==> src/sv/ictv_pkg.sv <==
// Shared types, constants and helpers for the IPv4/TCP checksum checker.
package ictv_pkg;

   typedef struct packed {
      logic [7:0] packet_byte;
      logic       last_byte;
   } req_word_type;

   typedef struct packed {
      logic [15:0] ip_checksum;
      logic [15:0] tcp_checksum;
      logic        valid_res;
      logic [5:0]  tcp_header_offset;
      logic [15:0] packet_bytes;
   } rsp_word_type;

   typedef struct packed {
      logic [15:0] ip_sum;
      logic [16:0] tcp_sum;
      logic [15:0] total_length;
      logic [15:0] seg_length;
      logic [5:0]  hdr_bytes;
      logic [3:0]  doff_words;
      logic        proto_ok;
      logic [15:0] byte_count;
   } snap_type;

   localparam logic        CfgIgnoreIdx   = 1'b0;

   localparam logic [7:0]  ProtoTcp       = 8'd6;
   localparam logic [15:0] MinPacket      = 16'd40;
   localparam logic [15:0] MinTcpHeader   = 16'd20;
   localparam logic [15:0] SatCount       = 16'hffff;

   localparam logic [15:0] PosIhl         = 16'd0;
   localparam logic [15:0] PosOddHold     = 16'd1;
   localparam logic [15:0] PosTotLenHi    = 16'd2;
   localparam logic [15:0] PosTotLenLo    = 16'd3;
   localparam logic [15:0] PosSegFirst    = 16'd4;
   localparam logic [15:0] PosProto       = 16'd9;
   localparam logic [15:0] PosIpCsumHi    = 16'd10;
   localparam logic [15:0] PosIpCsumLo    = 16'd11;
   localparam logic [15:0] PosPseudoFirst = 16'd12;
   localparam logic [15:0] PosPseudoLast  = 16'd19;
   localparam logic [15:0] DoffOffset     = 16'd12;
   localparam logic [15:0] TcpCsumHi      = 16'd16;
   localparam logic [15:0] TcpCsumLo      = 16'd17;

   // place a byte in the high half at even offsets, low half at odd
   function automatic logic [15:0] lane_of(input logic odd, input logic [7:0] b);
      lane_of = odd ? {8'h00, b} : {b, 8'h00};
   endfunction

   // one end-around carry step on a 19-bit partial sum
   function automatic logic [16:0] fold19(input logic [18:0] s);
      fold19 = {1'b0, s[15:0]} + {14'd0, s[18:16]};
   endfunction

endpackage

==> src/sv/ipv4_tcp_checksum_validate.sv <==
// Top level of the IPv4/TCP checksum checker.
// Takes one packet byte per cycle, back to back, unless a final byte waits on a stalled snapshot register;
// a marked final byte yields one result word, valid once it has passed the input register,
// the running-sum and snapshot register, and the result register.
// Reset clears the running packet state, the valid flags and the configuration register; no clearing pass.
module ipv4_tcp_checksum_validate (
   input  logic                   clock,
   input  logic                   reset,
   input  logic                   req_valid,
   output logic                   req_ready,
   input  ictv_pkg::req_word_type req_data,
   output logic                   rsp_valid,
   input  logic                   rsp_ready,
   output ictv_pkg::rsp_word_type rsp_data,
   input  logic                   csr_psel,
   input  logic                   csr_penable,
   input  logic                   csr_pwrite,
   input  logic [2:0]             csr_paddr,
   input  logic [31:0]            csr_pwdata,
   output logic [31:0]            csr_prdata,
   output logic                   csr_pready
);
   import ictv_pkg::*;

   logic     ignore_check_fields;
   logic     snap_valid;
   logic     snap_ready;
   snap_type snap;

   ictv_csr u_csr (
      .clock               (clock),
      .reset               (reset),
      .csr_psel            (csr_psel),
      .csr_penable         (csr_penable),
      .csr_pwrite          (csr_pwrite),
      .csr_paddr           (csr_paddr),
      .csr_pwdata          (csr_pwdata),
      .csr_prdata          (csr_prdata),
      .csr_pready          (csr_pready),
      .ignore_check_fields (ignore_check_fields)
   );

   ictv_accum u_accum (
      .clock               (clock),
      .reset               (reset),
      .ignore_check_fields (ignore_check_fields),
      .req_valid           (req_valid),
      .req_ready           (req_ready),
      .req_data            (req_data),
      .snap_valid          (snap_valid),
      .snap_ready          (snap_ready),
      .snap                (snap)
   );

   ictv_final u_final (
      .clock      (clock),
      .reset      (reset),
      .snap_valid (snap_valid),
      .snap_ready (snap_ready),
      .snap       (snap),
      .rsp_valid  (rsp_valid),
      .rsp_ready  (rsp_ready),
      .rsp_data   (rsp_data)
   );

   a_invalid_zero: assert property (@(posedge clock) disable iff (reset)
      rsp_valid && !rsp_data.valid_res |->
         rsp_data.ip_checksum == 16'd0 && rsp_data.tcp_checksum == 16'd0)
      else $error("invalid packet reports a nonzero checksum");

   a_valid_size: assert property (@(posedge clock) disable iff (reset)
      rsp_valid && rsp_data.valid_res |-> rsp_data.packet_bytes >= MinPacket)
      else $error("valid packet shorter than minimum");

   a_offset_words: assert property (@(posedge clock) disable iff (reset)
      rsp_valid |-> rsp_data.tcp_header_offset[1:0] == 2'b00)
      else $error("header offset not a whole number of words");

   a_snap_hold: assert property (@(posedge clock) disable iff (reset)
      snap_valid && !snap_ready |=> snap_valid && $stable(snap))
      else $error("snapshot lost while result register stalled");

endmodule

==> src/sv/ictv_csr.sv <==
// Configuration register block with APB-style access.
module ictv_csr (
   input  logic        clock,
   input  logic        reset,
   input  logic        csr_psel,
   input  logic        csr_penable,
   input  logic        csr_pwrite,
   input  logic [2:0]  csr_paddr,
   input  logic [31:0] csr_pwdata,
   output logic [31:0] csr_prdata,
   output logic        csr_pready,
   output logic        ignore_check_fields
);
   import ictv_pkg::*;

   logic ignore_ff;
   logic ignore_in;
   logic sel_cfg;

   assign sel_cfg = (csr_paddr[2] == CfgIgnoreIdx);

   always_comb begin
      ignore_in = ignore_ff;
      if (csr_psel && csr_penable && csr_pwrite && sel_cfg) begin
         ignore_in = csr_pwdata[0];
      end
   end

   always_ff @(posedge clock) begin
      if (reset) begin
         ignore_ff <= 1'b0;
      end else begin
         ignore_ff <= ignore_in;
      end
   end

   assign csr_pready          = 1'b1;
   assign csr_prdata          = (csr_psel && sel_cfg) ? {31'd0, ignore_ff} : 32'd0;
   assign ignore_check_fields = ignore_ff;

endmodule

==> src/sv/ictv_accum.sv <==
// Input register, per-packet field capture, running checksum sums and snapshot register.
module ictv_accum (
   input  logic                  clock,
   input  logic                  reset,
   input  logic                  ignore_check_fields,
   input  logic                  req_valid,
   output logic                  req_ready,
   input  ictv_pkg::req_word_type req_data,
   output logic                  snap_valid,
   input  logic                  snap_ready,
   output ictv_pkg::snap_type    snap
);
   import ictv_pkg::*;

   logic         in_valid_ff, in_valid_in;
   req_word_type in_word_ff;
   logic         in_move;

   logic [15:0] count_ff, count_in;
   logic [15:0] ip_ff, ip_in;
   logic [16:0] tcp_ff, tcp_in;
   logic [3:0]  hw_ff, hw_in;
   logic [15:0] tl_ff, tl_in;
   logic [7:0]  proto_ff, proto_in;
   logic [3:0]  doff_ff, doff_in;
   logic [7:0]  even_ff, even_in;
   logic [7:0]  odd_ff, odd_in;

   logic     snap_valid_ff, snap_valid_in;
   snap_type snap_ff, snap_in;

   logic [15:0] pos;
   logic [7:0]  b;
   logic [3:0]  hw_e;
   logic [15:0] hdr16;
   logic [15:0] tl_e;
   logic [7:0]  proto_e;
   logic [3:0]  doff_e;
   logic [15:0] lane_v;
   logic [15:0] ip_v;
   logic [16:0] ip_s;
   logic [15:0] ip_e;
   logic [15:0] pseudo_v, seg_v, e0, e1, e2, e3;
   logic [18:0] tcp_s;
   logic [16:0] tcp_e;
   logic [15:0] count_e;
   logic        early;

   assign in_move   = in_valid_ff && (!in_word_ff.last_byte || !snap_valid_ff || snap_ready);
   assign req_ready = !in_valid_ff || in_move;

   always_comb begin
      pos     = count_ff;
      b       = in_word_ff.packet_byte;
      hw_e    = (pos == PosIhl) ? b[3:0] : hw_ff;
      hdr16   = {10'd0, hw_e, 2'b00};
      tl_e    = tl_ff;
      if (pos == PosTotLenHi) begin
         tl_e = {b, tl_ff[7:0]};
      end else if (pos == PosTotLenLo) begin
         tl_e = {tl_ff[15:8], b};
      end
      proto_e = (pos == PosProto) ? b : proto_ff;
      doff_e  = (pos == hdr16 + DoffOffset) ? b[7:4] : doff_ff;
      lane_v  = lane_of(pos[0], b);

      ip_v = 16'd0;
      if (pos < hdr16) begin
         ip_v = (ignore_check_fields && (pos == PosIpCsumHi || pos == PosIpCsumLo))
                ? 16'd0 : lane_v;
      end
      ip_s = {1'b0, ip_ff} + {1'b0, ip_v};
      ip_e = ip_s[15:0] + {15'd0, ip_s[16]};

      pseudo_v = (pos >= PosPseudoFirst && pos <= PosPseudoLast) ? lane_v : 16'd0;
      seg_v    = 16'd0;
      if (pos >= PosSegFirst && pos >= hdr16 && pos < tl_e) begin
         seg_v = (ignore_check_fields && (pos == hdr16 + TcpCsumHi || pos == hdr16 + TcpCsumLo))
                 ? 16'd0 : lane_v;
      end

      early = (pos == PosTotLenLo) && (hw_e == 4'd0);
      e0 = (early && tl_e > 16'd0) ? {even_ff, 8'h00}    : 16'd0;
      e1 = (early && tl_e > 16'd1) ? {8'h00, odd_ff}     : 16'd0;
      e2 = (early && tl_e > 16'd2) ? {tl_e[15:8], 8'h00} : 16'd0;
      e3 = (early && tl_e > 16'd3) ? {8'h00, b}          : 16'd0;

      tcp_s = {2'b00, tcp_ff} + {3'd0, pseudo_v} + {3'd0, seg_v}
            + {3'd0, e0} + {3'd0, e1} + {3'd0, e2} + {3'd0, e3};
      tcp_e = fold19(tcp_s);

      count_e = (count_ff == SatCount) ? count_ff : count_ff + 16'd1;
   end

   always_comb begin
      in_valid_in = (req_valid && req_ready) || (in_valid_ff && !in_move);

      count_in = count_ff;
      ip_in    = ip_ff;
      tcp_in   = tcp_ff;
      hw_in    = hw_ff;
      tl_in    = tl_ff;
      proto_in = proto_ff;
      doff_in  = doff_ff;
      even_in  = even_ff;
      odd_in   = odd_ff;
      if (in_move) begin
         if (in_word_ff.last_byte) begin
            count_in = 16'd0;
            ip_in    = 16'd0;
            tcp_in   = 17'd0;
            hw_in    = 4'd0;
            tl_in    = 16'd0;
            proto_in = 8'd0;
            doff_in  = 4'd0;
            even_in  = 8'd0;
            odd_in   = 8'd0;
         end else begin
            count_in = count_e;
            ip_in    = ip_e;
            tcp_in   = tcp_e;
            hw_in    = hw_e;
            tl_in    = tl_e;
            proto_in = proto_e;
            doff_in  = doff_e;
            even_in  = (pos == PosIhl) ? b : even_ff;
            odd_in   = (pos == PosOddHold) ? b : odd_ff;
         end
      end

      snap_valid_in = (in_move && in_word_ff.last_byte) || (snap_valid_ff && !snap_ready);
      snap_in              = snap_ff;
      if (in_move && in_word_ff.last_byte) begin
         snap_in.ip_sum       = ip_e;
         snap_in.tcp_sum      = tcp_e;
         snap_in.total_length = tl_e;
         snap_in.seg_length   = tl_e - hdr16;
         snap_in.hdr_bytes    = hdr16[5:0];
         snap_in.doff_words   = doff_e;
         snap_in.proto_ok     = (proto_e == ProtoTcp);
         snap_in.byte_count   = count_e;
      end
   end

   always_ff @(posedge clock) begin
      if (reset) begin
         in_valid_ff   <= 1'b0;
         snap_valid_ff <= 1'b0;
         count_ff      <= 16'd0;
         ip_ff         <= 16'd0;
         tcp_ff        <= 17'd0;
         hw_ff         <= 4'd0;
         tl_ff         <= 16'd0;
         proto_ff      <= 8'd0;
         doff_ff       <= 4'd0;
         even_ff       <= 8'd0;
         odd_ff        <= 8'd0;
      end else begin
         in_valid_ff   <= in_valid_in;
         snap_valid_ff <= snap_valid_in;
         count_ff      <= count_in;
         ip_ff         <= ip_in;
         tcp_ff        <= tcp_in;
         hw_ff         <= hw_in;
         tl_ff         <= tl_in;
         proto_ff      <= proto_in;
         doff_ff       <= doff_in;
         even_ff       <= even_in;
         odd_ff        <= odd_in;
      end
   end

   always_ff @(posedge clock) begin
      if (req_valid && req_ready) begin
         in_word_ff <= req_data;
      end
      snap_ff <= snap_in;
   end

   assign snap_valid = snap_valid_ff;
   assign snap       = snap_ff;

endmodule

==> src/sv/ictv_final.sv <==
// Packet validation, checksum completion and result register.
module ictv_final (
   input  logic                  clock,
   input  logic                  reset,
   input  logic                  snap_valid,
   output logic                  snap_ready,
   input  ictv_pkg::snap_type    snap,
   output logic                  rsp_valid,
   input  logic                  rsp_ready,
   output ictv_pkg::rsp_word_type rsp_data
);
   import ictv_pkg::*;

   logic         out_valid_ff, out_valid_in;
   rsp_word_type out_ff, out_in;
   logic         pkt_ok;
   logic [15:0]  hdr16;
   logic [15:0]  min_len;
   logic [18:0]  t_sum;
   logic [16:0]  t_fold1;
   logic [15:0]  t_fold2;

   assign snap_ready = !out_valid_ff || rsp_ready;

   always_comb begin
      hdr16   = {10'd0, snap.hdr_bytes};
      min_len = hdr16 + {10'd0, snap.doff_words, 2'b00};
      pkt_ok  = (snap.byte_count >= MinPacket)
             && snap.proto_ok
             && (hdr16 + MinTcpHeader <= snap.byte_count)
             && (snap.total_length <= snap.byte_count)
             && (snap.total_length >= min_len);

      t_sum   = {2'b00, snap.tcp_sum} + {3'd0, snap.seg_length} + {11'd0, ProtoTcp};
      t_fold1 = fold19(t_sum);
      t_fold2 = t_fold1[15:0] + {15'd0, t_fold1[16]};

      out_in                   = out_ff;
      if (snap_valid && snap_ready) begin
         out_in.ip_checksum       = pkt_ok ? ~snap.ip_sum : 16'd0;
         out_in.tcp_checksum      = pkt_ok ? ~t_fold2 : 16'd0;
         out_in.valid_res         = pkt_ok;
         out_in.tcp_header_offset = snap.hdr_bytes;
         out_in.packet_bytes      = snap.byte_count;
      end
      out_valid_in = (snap_valid && snap_ready) || (out_valid_ff && !rsp_ready);
   end

   always_ff @(posedge clock) begin
      if (reset) begin
         out_valid_ff <= 1'b0;
      end else begin
         out_valid_ff <= out_valid_in;
      end
   end

   always_ff @(posedge clock) begin
      out_ff <= out_in;
   end

   assign rsp_valid = out_valid_ff;
   assign rsp_data  = out_ff;

endmodule

==> config.mk <==
export PLATFORM = sky130hd
export DESIGN_NAME = ipv4_tcp_checksum_validate
export DESIGN_NICKNAME = d
export VERILOG_FILES = /design/src/sv/ictv_pkg.sv /design/src/sv/ipv4_tcp_checksum_validate.sv /design/src/sv/ictv_csr.sv /design/src/sv/ictv_accum.sv /design/src/sv/ictv_final.sv
export SDC_FILE = /design/constraint.sdc
export NUM_CORES = 1
export LEC_CHECK = 0
export BUFFER_PORTS_ARGS = -buffer_cell sky130_fd_sc_hd__buf_2
export CAP_MARGIN = 20
export CORE_ASPECT_RATIO = 1.2
export CORE_MARGIN = 2
export CORE_UTILIZATION = 43
export DETAILED_ROUTE_END_ITERATION = 6
export PLACE_DENSITY_LB_ADDON = 0.2
export SETUP_SLACK_MARGIN = 0.2
export SLEW_MARGIN = 20
export SYNTH_ARGS = -nofsm -noshare
export SYNTH_HDL_FRONTEND = slang
export SYNTH_SLANG_ARGS = --single-unit
==> constraint.sdc <==
create_clock -name clock -period 15.9 [get_ports clock]
set_input_delay 3.18 -clock clock [delete_from_list [all_inputs] [get_ports clock]]
set_output_delay 3.18 -clock clock [all_outputs]
set_load 0.01 [all_outputs]
* After elaboration in Yosys (flattened, before gate mapping) *
Cells that the tools add are included.

storage, ports and cells
  flip-flop bits (word level) = 253
  input bits = 51

cells by class
  multiplexer cells = 28
  equality and inequality tests = 11
  reduce and logical (&&, ||, !) cells = 47
  bitwise gates (word level) = 3
  $lt $le $gt $ge = 14
  $add $sub $neg = 20

operators with widths
  operator                                                                count
  16-bit 2-to-1 mux                                                       13
  19-bit by 16-bit adder with 19-bit output                               5
  8-bit 2-to-1 mux                                                        9
  16-bit == test                                                          3
  16-bit by 4-bit == test with 1-bit output, second input constant        3
  17-bit by 16-bit adder with 18-bit output                               2
  16-bit by 3-bit adder with 17-bit output                                2
  16-bit by 1-bit adder with 16-bit output                                2
  16-bit by 2-bit == test with 1-bit output, second input constant        2
  16-bit by 1-bit > comparator with 1-bit output, second input constant   2
  16-bit by 2-bit > comparator with 1-bit output, second input constant   2
  16-bit <= comparator                                                    2
  16-bit inverter                                                         2
  1-bit logical AND                                                       25
  6-bit by 5-bit adder with 7-bit output, second input constant           3
  19-bit by 3-bit adder with 19-bit output, second input constant         1
  16-bit by 16-bit adder with 17-bit output                               1
  17-bit 2-to-1 mux                                                       1
  16-bit by 1-bit adder with 16-bit output, second input constant         1
  16-bit by 1-bit == test with 1-bit output, second input constant        1
  16-bit == test, second input constant                                   1
  16-bit >= comparator                                                    1
  16-bit by 3-bit >= comparator with 1-bit output, second input constant  1
  16-bit by 4-bit >= comparator with 1-bit output, second input constant  1
  18 further kinds                                                        37

* Logic depth before layout (Yosys ltp) *
  depth in word-level cells = 15
  gate-level depth with buffers = 45

* Hierarchy *
A second synthesis with hierarchy kept.

second synthesis, totals
  cells, all modules = 1857
  area total of the unflattened synthesis = 17757.0 um^2

modules (own cells, without submodules)
  module      area each (um^2)  cells each  times used  sequential area each (um^2)
  ictv_accum  12530.8           1322        1           4894.7
  ictv_final  4916.0            495         1           1671.6
  ictv_csr    310.3             40          1           20.0

* Worst setup path after synthesis *
OpenSTA, ideal clock, no wires.

  path type = register to register
  start point = register u_accum.count_ff[0]
  end point = register u_accum.tcp_ff[16]
  cell stages (with the launch flop) = 42
  path slack = 7.280 ns
  clock period less this slack = 8.620 ns
  arrival time = 8.549 ns
  required time = 15.830 ns
  library setup time = 0.070 ns
  cell sequence = dfxtp_1 -> buf_1 -> inv_2 -> clkbuf_1 -> ha_1 -> nor2_1 -> and3_1 -> buf_2 -> mux2i_1 -> inv_1 -> nor4_1 -> a31oi_1 -> o21bai_1 -> and2_1 -> fa_1 -> inv_1 -> fa_1 -> inv_1 -> [6 not listed] -> o21ai_0 -> a211oi_1 -> o21ai_0 -> a21oi_1 -> a21oi_1 -> o211ai_1 -> a21oi_1 -> xnor2_1 -> fa_1 -> a21oi_1 -> nor2_1 -> nand3_1 -> nor4_1 -> nand3_1 -> nor3_1 -> nand3_1 -> or4_1 -> a21oi_1

RTL lines
  element                                                 line               text
  start: declaration                                      ictv_accum.sv:19   logic [15:0] count_ff, count_in;
  start signal: assignment                                ictv_accum.sv:161  count_ff <= count_in;
  16-bit by 2-bit == test with 1-bit output               ictv_accum.sv:60   end else if (pos == PosTotLenLo) begin
  8-bit 2-to-1 mux                                        ictv_accum.sv:60
  16-bit 2-to-1 mux *                                     ictv_accum.sv:58   if (pos == PosTotLenHi) begin
  via u_accum.tl_e[4]                                     ictv_accum.sv:36   logic [15:0] tl_e;
  16-bit < comparator                                     ictv_accum.sv:77   if (pos >= PosSegFirst && pos >= hdr16 && pos < tl_e) begin
  1-bit logical AND                                       ictv_accum.sv:77
  16-bit 2-to-1 mux                                       ictv_accum.sv:77
  19-bit by 16-bit adder with 19-bit output               ictv_accum.sv:88   tcp_s = {2'b00, tcp_ff} + {3'd0, pseudo_v} + {3'd0, seg_v}
  19-bit by 16-bit adder with 19-bit output (3 in a row)  ictv_accum.sv:89   + {3'd0, e0} + {3'd0, e1} + {3'd0, e2} + {3'd0, e3};
  19-bit by 16-bit adder with 19-bit output *             ictv_accum.sv:89
  16-bit by 3-bit adder with 17-bit output *              ictv_pkg.sv:56     fold19 = {1'b0, s[15:0]} + {14'd0, s[18:16]};
  17-bit 2-to-1 mux *                                     ictv_accum.sv:108  if (in_word_ff.last_byte) begin
  end signal: assignment                                  ictv_accum.sv:163  tcp_ff <= tcp_in;
  end: declaration                                        ictv_accum.sv:21   logic [16:0] tcp_ff, tcp_in;

The timed path passes the listed nets; every way through them passes the cells marked *.
A chain may end at the register's enable or synchronous reset.

* Final worst setup path *
  start point = register u_accum.count_ff[15]
  end point = register u_accum.tcp_ff[16]

RTL lines
  element                                                 line
  16-bit by 2-bit == test with 1-bit output *             ictv_accum.sv:58
  16-bit 2-to-1 mux *                                     ictv_accum.sv:58
  via u_accum.tl_e[15]                                    ictv_accum.sv:36
  16-bit < comparator                                     ictv_accum.sv:77
  1-bit logical AND                                       ictv_accum.sv:77
  16-bit 2-to-1 mux                                       ictv_accum.sv:77
  19-bit by 16-bit adder with 19-bit output               ictv_accum.sv:88
  19-bit by 16-bit adder with 19-bit output (3 in a row)  ictv_accum.sv:89
  19-bit by 16-bit adder with 19-bit output *             ictv_accum.sv:89
  16-bit by 3-bit adder with 17-bit output *              ictv_pkg.sv:56
  17-bit 2-to-1 mux *                                     ictv_accum.sv:108

Marks and branches as above.

==> results.md <==
- Area of the mapped netlist: between 0.015 and 0.02 mm2
- Number of synthesized flops with an enable pin: 150
- Hold_buf cts: 0
- Logic pwr share: between 10% and 20%
- DR top layer: met4
- Max cap viols: 0
- H-Tree Depth: 1
- CTS Buffer Depth: 3
- Internal power: around 1200 uW
- Die width: roughly 190 um
- Endpoints failing setup: 0
- Critical-path top delay cell: and3_1
- Worst Setup Path Type: reg2reg
- Sequential-to-total area share from yosys stat: between 30% and 40%
- Min-delay src: u_accum.tcp_ff[0]
- Placed wire-length estimate: around 32000 um
- Largest net degree at the start of global routing: between 70 and 80
- Reg power frac: approximately 45%
- Core area: approximately 0.040 mm2
- Met3 Routed Length: 1710 um
- Slowest stage delay, CP: about 0.52 ns
- Clock network power share: between 40% and 50%
- Avg WL per Cell: around 18 um
- Cells after synthesis: 1819
- R2R Setup Slk: about 5.5 ns
- Maximum fanout along the worst path: 10
- TritonCTS clock tree: built
- Post-Layout Cell Count: roughly 2400
- Fmax: around 96 MHz
- Levels on crit path: 38
- Hold Vio Cnt, Final: 0
- Synth Warn #: 0
- Slew of the pin with the lowest slew margin: between 0.9 and 1 ns
- Avg Inst Size Synth: 9.48 um2
- P per Cell Area: 82.8 mW/mm2
- Num Clock Sinks: approximately 250
- Vias: approximately 13000
- Lkg Pwr: ~0.0078 uW
- Critical path capture point type: flop
- First-pass GRT wire length: approximately 69000 um
- Met1 WL: around 19000 um
- Critical path startpoint: u_accum.count_ff[15]
- Cell mode on critical path: a21oi_1
- RSZ-0062 raised after global routing: no
- CTS clock-pin slew for the worst setup and hold paths: roughly 0.060 ns
- Post-CTS Setup Inserts: 0
- Worst path arrival time: between 10 and 15 ns
- Num rows: 80
- Io pins: approximately 140
- Worst Path Buf+Inv: 5
- Skew final: around 0.012 ns
- Utilization after layout: a little under half
- Required time worst endpoint: about 16 ns
- Pwr Total: roughly 1600 uW
- Outcome: finished, final reports clean
- R2r endpoint: u_accum.tcp_ff[16]
- Cell variety after synth: between 80 and 90
- Slew margin rel.: between 30% and 40%
- Max Slew Vio Count: 0
- FFs w/ async S/R, synth: 0%
- Worst hold path class: reg2reg
- Setup crit end: u_accum.tcp_ff[16]
- Die H: around 220 um
- Initial core utilization: a little over two fifths
- Peak supply drop: 78.9 uV
- Sw Pwr: 397 uW
- Crit path max-delay family: simple AND/OR/NAND/NOR gates
- First DRT Iteration DRCs: between 800 and 900
- Root Driver: clkbuf_16
- DRT Wirelength: approximately 43000 um
- Placer Congestion: between 0.9 and 1
- Placed Cells incl. Taps: between 2000 and 2500
- Final min period: roughly 10 ns
- Final setup TNS: 0 ns
- Clk_lat worst skew: 0.56 ns
- Post_cts resized: 0
- Vias in the first global route: 12900
- Global route overflow: 0
- DRT Pass-1 Iters: 5
- Share of cells above drive strength 1: under 10%
- Final antenna-violating net count: 0
- Die Area: 0.0417 mm2
- TritonCTS Buffers: 28
- Vias/cell: about 5.5
- Startpoint Class: flop
- Synth Register Bits: between 200 and 300
- Depth of the most critical reg-to-reg path: 38
- Reg2reg start: u_accum.count_ff[15]
- Port Buffer Count: 73
- Synth-to-Final Area Change: 10.3%
- DRC: 0
- Design area: 0.0190 mm2
- Met2 wire len: 21100 um
- Antenna cells: 0
- Ys flop type: edfxtp_1
- Final period util: between 60% and 70%
- Final net count: between 2000 and 2500
- GRT Overall Usage: between 20 and 25%
- Initial antenna violation count: 0
- Post-DP Area: between 0.015 and 0.02 mm2
- Sw frac: 25.2%
## per-stage QoR
step	hold WS [ns]	worst slack [ns]
2_1_floorplan	0.426	7.28
3_3_place_gp	0.447	5.73
3_5_place_dp	0.452	5.64
4_1_cts	0.460	5.59
5_1_grt	0.499	4.60
6_report	0.463	5.53
## worst reg2reg max path: cells and delay by family, from the launching register on
family                     cells  cell delay, ns
AOI/OAI and AO/OA             13            2.63
adders and majority gates      5            1.78
and+or+nand+nor               13            4.25
DFF                            1            0.38
buffers and inverters          5            0.60
xor gates and xnor gates       1            0.30
muxes                          1            0.38
## logic make-up (layout without fill, tap and decap cells)
logic type,after synthesis,count (layout),synth area share [%]
mux,26,26,1.56
fa+ha+maj,179,179,14.7
xor+xnor,144,144,7.46
compound gates,374,374,15.0
simple gates,591,591,17.1
buf+inv,252,293,6.31
other cells,2,35,0.0435
flops,251,251,37.8
## layout by cell type, fill, tap and decap left out, types with 21 or more instances in the layout
cell / n
ha_1: 140
edfxtp_1: 150
o21ai_0: 43
dfxtp_1: 101
xor2_1: 50
nor2_1: 223
and2_1: 34
clkbuf_16: 28
conb_1: 35
buf_2: 72
a22oi_1: 85
nor3_1: 31
nor4_1: 24
fa_1: 39
inv_1: 150
a21o_1: 26
nand4_1: 21
nand2_1: 82
nand3_1: 53
xnor2_1: 92
a21oi_1: 86
## sequential cells by signal, indices dropped and copies added, names as in the netlist
register	count
u_accum.in_word_ff	1
u_accum.in_valid_ff	1
u_accum.odd_ff	8
u_accum.snap	88
u_accum.count_ff	16
u_accum.tcp_ff	17
u_accum.doff_ff	4
u_accum.proto_ff	8
u_final.rsp_data	53
u_accum.hw_ff	4
u_csr.ignore_check_fields	1
u_accum.ip_ff	16
u_accum.snap_valid	1
u_final.rsp_valid	1
u_accum.tl_ff	16
u_accum.even_ff	8
u_accum.b	8
## worst min-delay path by stage
stage / to / cells past startpoint / slack, ns
2_1_floorplan: u_final.rsp_data[2] / 0 / 0.43
3_3_place_gp: u_accum.ip_ff[0] / 2 / 0.45
3_5_place_dp: u_accum.tcp_ff[2] / 2 / 0.45
4_1_cts: u_accum.tcp_ff[2] / 2 / 0.46
5_1_grt: u_accum.tcp_ff[0] / 2 / 0.50
6_report: u_accum.tcp_ff[0] / 2 / 0.46
## per-layer routing
metal  global-route usage, %  up-vias
li1                        -     6539
met3                    2.23       76
met1                    25.7     6391
met2                    36.1      306
met4                    7.78        0
met5                       0        -
## cell type report
| type | count | area, um2 |
|---|---|---|
| multi-input cells | 1349 | 9790 |
| inverters | 151 | 567 |
| fillers | 3745 | 20600 |
| flip-flops and latches | 251 | 6530 |
| clock buffers | 32 | 726 |
| clock inverters | 18 | 241 |
| well taps | 533 | 667 |
| repair buffers | 92 | 510 |
## cell usage after synthesis, types with 5 or more instances
library cell  number  area (um2)
clkbuf_1          56         210
or2_2              9        56.3
o2111ai_1          6        52.6
nand2_1           83         312
ha_1             140        1750
dfxtp_1          101        2020
fa_1              39         781
o21ai_0           43         215
edfxtp_1         150        4500
a21o_1            26         195
nand4_1           21         131
a22oi_1           85         638
mux2i_1           19         190
o22ai_1            5        31.3
buf_2              6        30.0
nor4_1            24         150
and2_1            34         213
nand2b_1          15        93.8
a31oi_1            8        50.1
nor2b_1           17         106
mux2_2             7        78.8
o21a_1            18         135
o211ai_1           8        60.1
o21bai_1          17         128
a211oi_1          10        75.1
nor3_1            31         155
nand3b_1          12        90.1
nor2_1           224         841
xor2_1            50         438
nand3_1           53         265
a21oi_1           86         430
o311ai_0           5        43.8
or4_1              8        60.1
buf_4             36         270
xnor2_1           92         806
and3_1            21         131
a211o_1            5        43.8
inv_1            150         563
nor4b_1            5        43.8
## power by group through the flow
stage	Clock, uW	Sequential, uW	Combinational (uW)
floorplan	0	723	142
global placement	0	722	185
detailed placement	0	722	189
CTS	697	708	190
global route	717	709	208
finish	678	708	189
No activity file was read; power rests on OpenSTA's default activity.
